## src/design/atsr_pkg.sv

```systemverilog
`timescale 1ns / 1ps
package atsr_pkg;
    typedef enum logic [1:0] {
        OP_PUSH   = 2'd0,
        OP_UPDATE = 2'd1,
        OP_CLEAR  = 2'd2,
        OP_NONE   = 2'd3
    } opcode_t;

    typedef enum logic [1:0] {
        REG_ENABLE  = 2'd0,
        REG_MAX_SEG = 2'd1,
        REG_LIFE    = 2'd2,
        REG_MIN_D   = 2'd3
    } reg_idx_t;

    typedef enum logic [3:0] {
        ST_IDLE,
        ST_DIST,
        ST_DCMP,
        ST_AGE_RD,
        ST_AGE_WR,
        ST_EXP_RD,
        ST_EXP_CHK,
        ST_EMIT_RD,
        ST_EMIT_DIV,
        ST_EMIT_OUT,
        ST_EMPTY_OUT
    } state_t;

    localparam logic [31:0] MIN_LIFE = 32'd66;

    // request into the divider
    typedef struct packed {
        logic        start;
        logic [47:0] num;
        logic [31:0] den;
    } div_req_t;

    typedef struct packed {
        logic        done;
        logic [47:0] quo;
    } div_rsp_t;

    // squared magnitude of a signed difference, saturated at 2^64-1
    function automatic logic [63:0] sq_sat(input logic [32:0] d);
        logic [32:0] ad;
        logic [63:0] r;
        begin
            ad = d[32] ? (~d + 33'd1) : d;
            if (ad[32]) r = '1;
            else r = 64'(ad[31:0] * ad[31:0]);
            return r;
        end
    endfunction

    function automatic logic [63:0] add_sat(input logic [63:0] a, input logic [63:0] b);
        logic [64:0] s;
        begin
            s = {1'b0, a} + {1'b0, b};
            return s[64] ? '1 : s[63:0];
        end
    endfunction
endpackage

```

## src/design/atsr_div.sv

```systemverilog
`timescale 1ns / 1ps
// Restoring divider, one quotient bit per cycle, 48-bit numerator
module atsr_div (
    input  logic              aclk,
    input  logic              aresetn,
    input  atsr_pkg::div_req_t req,
    output atsr_pkg::div_rsp_t rsp
);
    logic [47:0] quo_reg, quo_next;
    logic [32:0] rem_reg, rem_next;
    logic [31:0] den_reg, den_next;
    logic [5:0]  cnt_reg, cnt_next;
    logic        busy_reg, busy_next;
    logic        done_reg, done_next;
    logic [32:0] trial;

    always_comb begin
        quo_next  = quo_reg;
        rem_next  = rem_reg;
        den_next  = den_reg;
        cnt_next  = cnt_reg;
        busy_next = busy_reg;
        done_next = 1'b0;
        trial     = {rem_reg[31:0], quo_reg[47]};
        if (req.start) begin
            quo_next  = req.num;
            rem_next  = '0;
            den_next  = req.den;
            cnt_next  = 6'd48;
            busy_next = 1'b1;
        end else if (busy_reg) begin
            // shift in one numerator bit, subtract when it fits
            if (trial >= {1'b0, den_reg}) begin
                rem_next = trial - {1'b0, den_reg};
                quo_next = {quo_reg[46:0], 1'b1};
            end else begin
                rem_next = trial;
                quo_next = {quo_reg[46:0], 1'b0};
            end
            cnt_next = cnt_reg - 6'd1;
            if (cnt_reg == 6'd1) begin
                busy_next = 1'b0;
                done_next = 1'b1;
            end
        end
    end

    always_ff @(posedge aclk) begin
        if (!aresetn) begin
            busy_reg <= 1'b0;
            done_reg <= 1'b0;
            cnt_reg  <= '0;
        end else begin
            busy_reg <= busy_next;
            done_reg <= done_next;
            cnt_reg  <= cnt_next;
        end
        quo_reg <= quo_next;
        rem_reg <= rem_next;
        den_reg <= den_next;
    end

    assign rsp.done = done_reg;
    assign rsp.quo  = quo_reg;
endmodule

```

## config.mk

```make
export PLATFORM = sky130hd
export DESIGN_NAME = atsr_div
export DESIGN_NICKNAME = d
export VERILOG_FILES = /design/src/design/atsr_pkg.sv /design/src/design/atsr_div.sv
export SDC_FILE = /design/constraint.sdc
export NUM_CORES = 1
export LEC_CHECK = 0
export ABC_AREA = 0
export BUFFER_PORTS_ARGS = -buffer_cell sky130_fd_sc_hd__buf_2
export CAP_MARGIN = 20
export CORE_ASPECT_RATIO = 0.7
export CORE_UTILIZATION = 56
export CTS_CLUSTER_DIAMETER = 200
export CTS_CLUSTER_SIZE = 24
export DETAILED_ROUTE_END_ITERATION = 10
export GPL_TIMING_DRIVEN = 0
export PLACE_DENSITY = 0.81
export SLEW_MARGIN = 20
export SYNTH_ARGS = -nofsm -noshare
export SYNTH_HDL_FRONTEND = slang
export SYNTH_SLANG_ARGS = --single-unit
export TNS_END_PERCENT = 10
```

## constraint.sdc

```tcl
create_clock -name aclk -period 3.04 [get_ports aclk]
set_input_delay 0.608 -clock aclk [delete_from_list [all_inputs] [get_ports aclk]]
set_output_delay 0.608 -clock aclk [all_outputs]
set_load 0.05 [all_outputs]
```

==> results.tsv <==
metric	value	unit
status	completed	
max-clock-path-buffers	2	
syn_area	0.006902	mm2
grt_pass1_vias	5612	
fin_util	72.07	%
antenna_cells	0	
worst_pin_slew	810.9	ps
p_int	3541	uW
power_frac_comb	22.6	%
critPathLaunchType	flop	
clkSinkCount	120	
grt_overflow	0	
hp-class	input port to flop	
rsz0062_at_grt	true	
io_pins	132	
grtUsageTotal	29.69	%
core_area	0.01185	mm2
wl_per_cell	19.13	um
leakage	0.003534	uW
hold_viol_final	0	
async_flop_share	0	%
cts_root_buf	clkbuf_16	
maxCapViolations	0	
fp.dieH	94.88	um
p_switching	1659	uW
grt_pass1_wl	28.66	mm
drtIter0Drc	563	
clkTransAtPathRegs	60	ps
ys.warnings.count	0	
viasPerCell	5.961	
power_density	608.9	mW/mm2
rows	33	
routed_wl	19.11	mm
hold_buffers	0	
synth_area_leaders	edfxtp_1, dfxtp_1, mux2_2	
reg2reg_depth	11	
final_cell_mix	buf_2, edfxtp_1, nand2_1	
critPathArrivalTime	3320	ps
synth_top_area_share	34.81	%
grt_max_degree	49	
synth_nets	785	
die_w	134.7	um
period_share	99.22	%
crit_end	rem_reg[3]	
synthFlopType	edfxtp_1	
drtPass1Iterations	6	
syn_to_final_growth	23.75	%
worstReg2RegStart	den_reg[2]	
initial_core_util	58.24	%
cts_tree	yes	
hpwlAfterDp	13.16	mm
synth_enable_flop_cells	80	
cp_cell_sequence	inv_1 > ha_1 > and3_4 > o21ai_2 > a2111oi_4 > o21ai_1 > o211a_4 > o21ai_4 > buf_4 > nand2_1 > a311oi_1	
cp_slowest_cell	a2111oi_4	
yosysSeqAreaShare	46.41	%
ant_nets	0	
cts_buffers	17	
slew_violations	0	
largest_register_ff_count	48	
drive_gt1_share	32.54	%
swShare	31.91	%
pre_cts_slack	-540.4	ps
p_clk_share	39.4	%
nets	947	
dieArea	0.01278	mm2
synth_area_leader_cell	edfxtp_1	
setup_ws	23.59	ps
vdd_ir_drop_max	0.0004388	V
drc	0	
yosysUniqueCellTypes	70	
final_common_cell	buf_2	
htreeDepth	4	
r2r_setup_slack	20	ps
antenna_found_initial	0	
cp.required	3340	ps
skew	6.591	ps
vias	5955	
total_power	5200	uW
io_buffers	131	
critPathMaxFanout	6	
cpPeakStageDelay	430	ps
syn_avg_cell_area	10.35	um2
synth.ff_latch_count	120	
startpoint	den_reg[2]	
place_congestion	0.9576	
fmax	331.5	MHz
crit_path_end_kind	flop	
period_needed	3016	ps
r2r_end	rem_reg[3]	
critPathKind	flop to flop	
seq_power_share	38.0	%
max_slew_margin	45.94	%
synthCells	667	
whs	355.2	ps
setup_viol	0	
insertion_delay	420	ps
[worst min path at each step]
stage,endpoint,slack (ps),from,depth (start not counted)
floorplan,rem_reg[1],460,rem_reg[1],2
global placement,rem_reg[1],480,rem_reg[1],2
detailed placement,rem_reg[1],480,rem_reg[1],2
CTS,den_reg[18],350,req[18],1
global route,den_reg[18],350,req[18],1
finish,den_reg[18],360,req[18],1
[cell type report]
cell class / count / area [um2]
Buffer: 34 / 232.7
Clock buffer: 17 / 425.4
Clock inverter: 15 / 165.2
Fill cell: 844 / 3309
Inverter: 47 / 176.4
Multi-Input combinational cell: 465 / 3388
Sequential cell: 120 / 3203
Tap cell: 157 / 196.4
Timing Repair Buffer: 144 / 753.2
[Yosys cell counts, drive strengths merged, types with 4 or more instances]
master   n
a211oi   9
a21o     7
a21oi   39
a311oi  21
a31oi    6
and3     7
buf     14
clkbuf  17
dfxtp   40
edfxtp  80
ha      34
inv     47
mux2    50
nand2   66
nand3   20
nand4    6
nor2    54
nor2b    7
nor3     6
nor4     6
o211ai   9
o21a    12
o21ai   27
o22ai    4
xnor2   23
xor2     6
[power by group through the flow]
| stage | logic (uW) | clock network [uW] | registers (uW) |
|---|---|---|---|
| global placement | 1070 | 0 | 2000 |
| CTS | 1120 | 2050 | 1970 |
| detailed placement | 1100 | 0 | 2010 |
| finish | 1170 | 2050 | 1980 |
| floorplan | 585 | 0 | 2230 |
| global route | 1250 | 2120 | 1990 |
[logic make-up (layout without fill, tap and decap cells)]
group / after synthesis / count (layout) / share of synthesized area (%)
simple gates: 194 / 194 / 13.27
compound gates: 157 / 157 / 16.30
flops: 120 / 120 / 46.41
buf+inv: 82 / 257 / 5.729
mux: 50 / 50 / 8.158
fa+ha+maj: 35 / 35 / 6.454
xor+xnor: 29 / 29 / 3.680
[worst max-delay path: cells and delay by family (launching register included)]
kind            cells  cell delay [ps]
compound gates      6             1630
fa+ha+maj           1              360
flops               1              330
simple gates        2              320
buf+inv             2              240
[what timing repair did]
action / 4_1_cts / 5_1_grt
buffers inserted: 6 / 7
endpoints found under the setup margin: 74 / 32
pin swaps: 7 / 7
cloned: 0 / 0
gates resized for setup: 7 / 18
[routing by layer]
layer / vias up / routed length [um] / track usage [%] / share of wire [%]
li1: 2771 / - / - / -
met1: 2816 / 8273 / 41.79 / 43
met2: 322 / 8614 / 44.33 / 45
met3: 46 / 1800 / 6.012 / 9.4
met4: 0 / 424 / 12.73 / 2.2
met5: - / 0 / 0 / 0
[per-stage QoR]
step	TNS (ps)	std cells	area (um2)
after global routing	-257.0	999	8541
final	0	999	8541
after detailed placement	-27640	955	7754
after global placement	-20080	955	7754
after CTS	-16.63	993	8412
after floorplan	0	667	6902
(Power assumes the default switching activity.)
